## src/hw/rtl/thin_multipole_radiation_kick_core_macros.svh

```systemverilog
// assertion macros shared by the kick core rtl
`ifndef THIN_MULTIPOLE_RADIATION_KICK_CORE_MACROS_SVH
`define THIN_MULTIPOLE_RADIATION_KICK_CORE_MACROS_SVH

// property that must hold on every clock edge outside reset
`define TMK_ASSERT(label, prop, msg) \
    label: assert property (@(posedge clk) disable iff (!rst_n) (prop)) else $error(msg);

// implication whose consequent is checked in the cycle after the antecedent
`define TMK_ASSERT_NEXT(label, ante, cons, msg) \
    label: assert property (@(posedge clk) disable iff (!rst_n) (ante) |=> (cons)) \
        else $error(msg);

`endif

```

## src/hw/rtl/tmk_pkg.sv

```systemverilog
// shared types and constants of the kick core
`timescale 1ns / 1ps
package tmk_pkg;
    localparam int DW = 64;
    localparam logic [DW-1:0] SMAX = {1'b0, {(DW-1){1'b1}}};
    localparam logic [DW-1:0] SMIN = {1'b1, {(DW-1){1'b0}}};

    localparam logic [2:0] REG_LEN   = 3'd0;
    localparam logic [2:0] REG_IRHO  = 3'd1;
    localparam logic [2:0] REG_RADC  = 3'd2;
    localparam logic [2:0] REG_SKEWD = 3'd3;
    localparam logic [2:0] REG_NORMD = 3'd4;
    localparam logic [2:0] REG_ORDER = 3'd5;

    typedef struct packed {
        logic start;
        logic busy;
        logic done;
    } unit_ctl_t;

    function automatic logic [DW-1:0] sat_add(input logic [DW-1:0] a, input logic [DW-1:0] b);
        logic [DW-1:0] s;
        s = a + b;
        if (a[DW-1] == b[DW-1] && s[DW-1] != a[DW-1])
            s = a[DW-1] ? SMIN : SMAX;
        return s;
    endfunction

    function automatic logic [DW-1:0] sat_sub(input logic [DW-1:0] a, input logic [DW-1:0] b);
        logic [DW-1:0] s;
        s = a - b;
        if (a[DW-1] != b[DW-1] && s[DW-1] != a[DW-1])
            s = a[DW-1] ? SMIN : SMAX;
        return s;
    endfunction

    function automatic logic [DW-1:0] halve(input logic [DW-1:0] v);
        return {v[DW-1], v[DW-1:1]};
    endfunction
endpackage

```

## src/hw/rtl/tmk_multiplier.sv

```systemverilog
// fixed point multiplier, four 32x32 partial products accumulated in turn
`timescale 1ns / 1ps
module tmk_multiplier #(
    parameter int FRAC_BITS = 48
) (
    input  logic                  clk,
    input  logic                  rst_n,
    input  logic                  start,
    input  logic [tmk_pkg::DW-1:0] a,
    input  logic [tmk_pkg::DW-1:0] b,
    output logic                  done,
    output logic [tmk_pkg::DW-1:0] prod
);
    import tmk_pkg::*;
    localparam int HW = DW / 2;
    localparam int PW = 2 * DW;

    logic [DW-1:0] ma_reg, mb_reg;
    logic          neg_reg;
    logic [PW-1:0] acc_reg, acc_next;
    logic [2:0]    step_reg, step_next;
    logic          done_reg, done_next;
    logic [DW-1:0] res_reg, res_next;
    logic [HW-1:0] opa, opb;
    logic [DW-1:0] pp_reg;
    logic [PW-1:0] shifted;
    logic [PW-1:0] q;
    logic          rem_nz;

    always_comb
    begin
        case (step_reg)
            3'd1: begin opa = ma_reg[HW-1:0];  opb = mb_reg[HW-1:0];  end
            3'd2: begin opa = ma_reg[HW-1:0];  opb = mb_reg[DW-1:HW]; end
            3'd3: begin opa = ma_reg[DW-1:HW]; opb = mb_reg[HW-1:0];  end
            default: begin opa = ma_reg[DW-1:HW]; opb = mb_reg[DW-1:HW]; end
        endcase
    end

    always_comb
    begin
        case (step_reg)
            3'd2: shifted = {{DW{1'b0}}, pp_reg};
            3'd3, 3'd4: shifted = {{HW{1'b0}}, pp_reg, {HW{1'b0}}};
            default: shifted = {pp_reg, {DW{1'b0}}};
        endcase
        acc_next = acc_reg;
        step_next = 3'd0;
        done_next = 1'b0;
        res_next = res_reg;
        q = '0;
        rem_nz = 1'b0;
        if (start)
        begin
            acc_next = '0;
            step_next = 3'd1;
        end
        else if (step_reg != 3'd0)
        begin
            if (step_reg >= 3'd2)
                acc_next = acc_reg + shifted;
            step_next = step_reg + 3'd1;
            if (step_reg == 3'd5)
            begin
                step_next = 3'd0;
                done_next = 1'b1;
                q = acc_next >> FRAC_BITS;
                rem_nz = (acc_next & ((PW'(1) << FRAC_BITS) - 1'b1)) != '0;
                if (neg_reg && rem_nz)
                    q = q + 1'b1;
                if (!neg_reg)
                    res_next = (q[PW-1:DW] != '0 || q[DW-1]) ? SMAX : q[DW-1:0];
                else if (q[PW-1:DW] != '0 || (q[DW-1] && q[DW-2:0] != '0))
                    res_next = SMIN;
                else
                    res_next = ~q[DW-1:0] + 1'b1;
            end
        end
    end

    always_ff @(posedge clk or negedge rst_n)
    begin
        if (!rst_n)
        begin
            step_reg <= 3'd0;
            done_reg <= 1'b0;
        end
        else
        begin
            step_reg <= step_next;
            done_reg <= done_next;
        end
    end

    always_ff @(posedge clk)
    begin
        if (start)
        begin
            ma_reg <= a[DW-1] ? (~a + 1'b1) : a;
            mb_reg <= b[DW-1] ? (~b + 1'b1) : b;
            neg_reg <= a[DW-1] ^ b[DW-1];
        end
        pp_reg <= opa * opb;
        acc_reg <= acc_next;
        res_reg <= res_next;
    end

    assign done = done_reg;
    assign prod = res_reg;
endmodule
```

## config.mk

```make
export PLATFORM = sky130hd
export DESIGN_NAME = tmk_multiplier
export DESIGN_NICKNAME = d
export VERILOG_FILES = /design/src/hw/rtl/thin_multipole_radiation_kick_core_macros.svh /design/src/hw/rtl/tmk_pkg.sv /design/src/hw/rtl/tmk_multiplier.sv
export SDC_FILE = /design/constraint.sdc
export NUM_CORES = 2
export LEC_CHECK = 0
export BUFFER_PORTS_ARGS = -buffer_cell sky130_fd_sc_hd__clkbuf_2
export CORE_ASPECT_RATIO = 0.8
export CORE_MARGIN = 8
export CORE_UTILIZATION = 45
export DETAILED_ROUTE_END_ITERATION = 7
export GPL_TIMING_DRIVEN = 0
export SLEW_MARGIN = 20
export SYNTH_ARGS = -nofsm -noshare
export SYNTH_HDL_FRONTEND = slang
export SYNTH_SLANG_ARGS = --single-unit
export TNS_END_PERCENT = 5
```

## constraint.sdc

```tcl
create_clock -name clk -period 18.2 [get_ports clk]
set_input_delay 0.91 -clock clk [delete_from_list [all_inputs] [get_ports clk]]
set_output_delay 0.91 -clock clk [all_outputs]
set_load 0.02 [all_outputs]
```

==> reports/qor.txt <==
Placed Area: 0.0686 mm²
Layout area overhead: 8.39%
Clk sink count: 389
Clock Skews: 70.9 ps
Die width: 440 µm
DP Worst Slack: -485 ps
Area leader, netlist: fa_1
Setup crit start: step_reg[1]$_DFF_PN0_
CP Capture Type: register
Synth Area in Compound Gates: 14.4%
Post-synth EDFFs: 193
Critical Path AT: 18,070 ps
WL per Instance: 28.2 µm
Adder-Cell Fraction of Synth Area: 35.3%
Vias in the first global route: 59,100
Ys Warns: 0
Clk Tree Root Cell: clkbuf_16
Synth async-reset ratio: 1.03%
Post-synthesis net count: 9,159
Nets: 9,422
PnR worst setup slack: 652 ps
Clk_lat worst skew: 720 ps
Reg clk slew, reported paths: 60 ps
Htree depth: 2
Flop-to-flop setup slack: 650 ps
Total gr overflow: 0
Main combinational cell family by area after synthesis: adder cells
Slowest CP cell: mux2i_1
Initial Util: 45.3%
Pre-Repair DR Iteration Count: 6
RR Startpoint: step_reg[1]$_DFF_PN0_
Max-slew violation count: 0
Yosys cell types: 114
Synth Instances: 7,736
Die ar.: 0.157 mm²
Core box area: 0.143 mm²
Simple-gate share of the synthesized area: 20.1%
Hold Vio Cnt, Final: 0
Fmax: 57.0 MHz
DRT iter0 DRCs: 6,159
Dpl hpwl: 240,000 µm
DR DRC count: 0
Minimum clock period: 17,550 ps
Gp weighted congestion: 1.08
Clock Tree Buf Depth: 3
RSZ-0062 raised after global routing: false
Worst Path Required: 18,730 ps
Most frequent cells in the layout: nor2_1 (990), inv_1 (971), fa_1 (897)
CTS tree: done
Antenna violations before repair: 4
Setup Viol. Count Final: 0
TNS Setup: 0 ps
Post-CTS setup buffer count: 0
Syn_area_per_cell: 8.39 µm²
Slew @ Worst Pin: 1230 ps
Tightest Hold Check Type: in2async
Critical path class: reg2reg
Finished layout cell area: 0.0703 mm²
Post-synthesis mux area share: 3.03%
DRT antenna net count: 0
Synth Flop Type: edfxtp_1
Largest net degree at the start of global routing: 99
Crit-path max cell delay: 840 ps
Final wirelength: 280,000 µm
Via/cell ratio: 6.02
Register bit total from synthesis: 389
Final worst-path cycle share: 96.4%
Standard-cell rows: 124
Hold_ws: 53.7 ps
Most common cell after layout, fill and taps aside: nor2_1
Die Ht: 356 µm
Max_slew headroom: 15.3%
Max reg flops: 128
Sequential area share after synthesis: 15.0%
Maxcap violations: 0
Worst setup SP type: register
# IOs: 196
Top cells by area, synth: fa_1 (28%), edfxtp_1 (8.9%), ha_1 (7.6%)
Share of the synthesized area in the top cell type: 27.7%
CTS buffer count: 47
Run status: complete, no violations
Fraction of final layout cells sized beyond drive strength 1: 7.09%
Port Buffer Count: 193
First-pass GRT wire length: 407,000 µm
XOR/XNOR Fraction of Synth Area: 4.13%
Synth Cell Area: 0.0649 mm²
All-layer global routing usage: 34.9%
Routed vias: 59,800
Crit Path Max Fanout: 19
Most common cell on crit path: fa_1
-- cell usage after synthesis, types with 150 or more instances --
library cell    n
nand2_1       861
nor3_1        150
edfxtp_1      193
clkbuf_1      308
fa_1          897
nor2_1        992
ha_1          395
inv_1         971
dfxtp_1       192
a21oi_1       325
xnor2_1       222
o21ai_0       235
-- critical path: cells and delay by family, from the launching register on --
kind	cells	cell delay, ps
multiplexers	1	840
adder cells (fa/ha/maj)	9	4420
AO/OA/AOI/OAI	14	3650
XOR/XNOR	1	150
flip-flops	1	500
buffers and inverters	16	6530
AND/OR/NAND/NOR	5	1200
-- cell families (layout without fill, tap and decap cells) --
| family | Yosys count | count (layout) |
|---|---|---|
| buf+inv | 1368 | 1668 |
| flops | 389 | 389 |
| fa+ha+maj | 1292 | 1292 |
| xor+xnor | 304 | 304 |
| compound gates | 1372 | 1372 |
| mux | 186 | 186 |
| other cells | 0 | 7 |
| simple gates | 2825 | 2825 |
-- area by class of cell --
type                    instances  area (µm²)
clock buffers                  53        1210
diodes                          7        17.5
fillers                     14100       72700
plain buffers                 395        1610
multi-input cells            5979       50100
clock inverters                33         405
well taps                    1890        2360
repair buffers                216        1210
flip-flops and latches        389        9740
inverters                     971        3640
-- timing repair --
action / CTS / global route
pin swaps: 0 / 0
resized for setup: 3 / 19
hold buffers: 0 / 0
cloned: 0 / 0
setup endpoints to repair: 7 / 6
-- through the flow --
stage | std cells | utilization (%)
finish | 9933 | 49.2
global route | 9927 | 49.1
floorplan | 7736 | -
CTS | 9927 | 49.1
detailed placement | 9842 | 48.0
global placement | 9819 | 47.7
-- per-layer routing --
layer	track usage [%]	routed length (µm)
met5	0	28
met1	45.8	114000
met2	53.8	120000
met3	7.91	27100
met4	18.5	18500
-- worst paths after layout --
path | endpoint | cells past startpoint
setup / recovery | pp_reg[60]$_DFF_P_ | 46
hold / removal | done$_DFF_PN0_ | 1
setup reg to reg | pp_reg[60]$_DFF_P_ | 46
hold reg to reg | acc_reg[41]$_SDFFE_PP0N_ | 2
max in group asynchronous | step_reg[2]$_DFF_PN0_ | 1
min in group clk | acc_reg[41]$_SDFFE_PP0N_ | 2
Power is not shown: default switching activity piles up to over one toggle a cycle in this logic, so the estimate is an artifact.
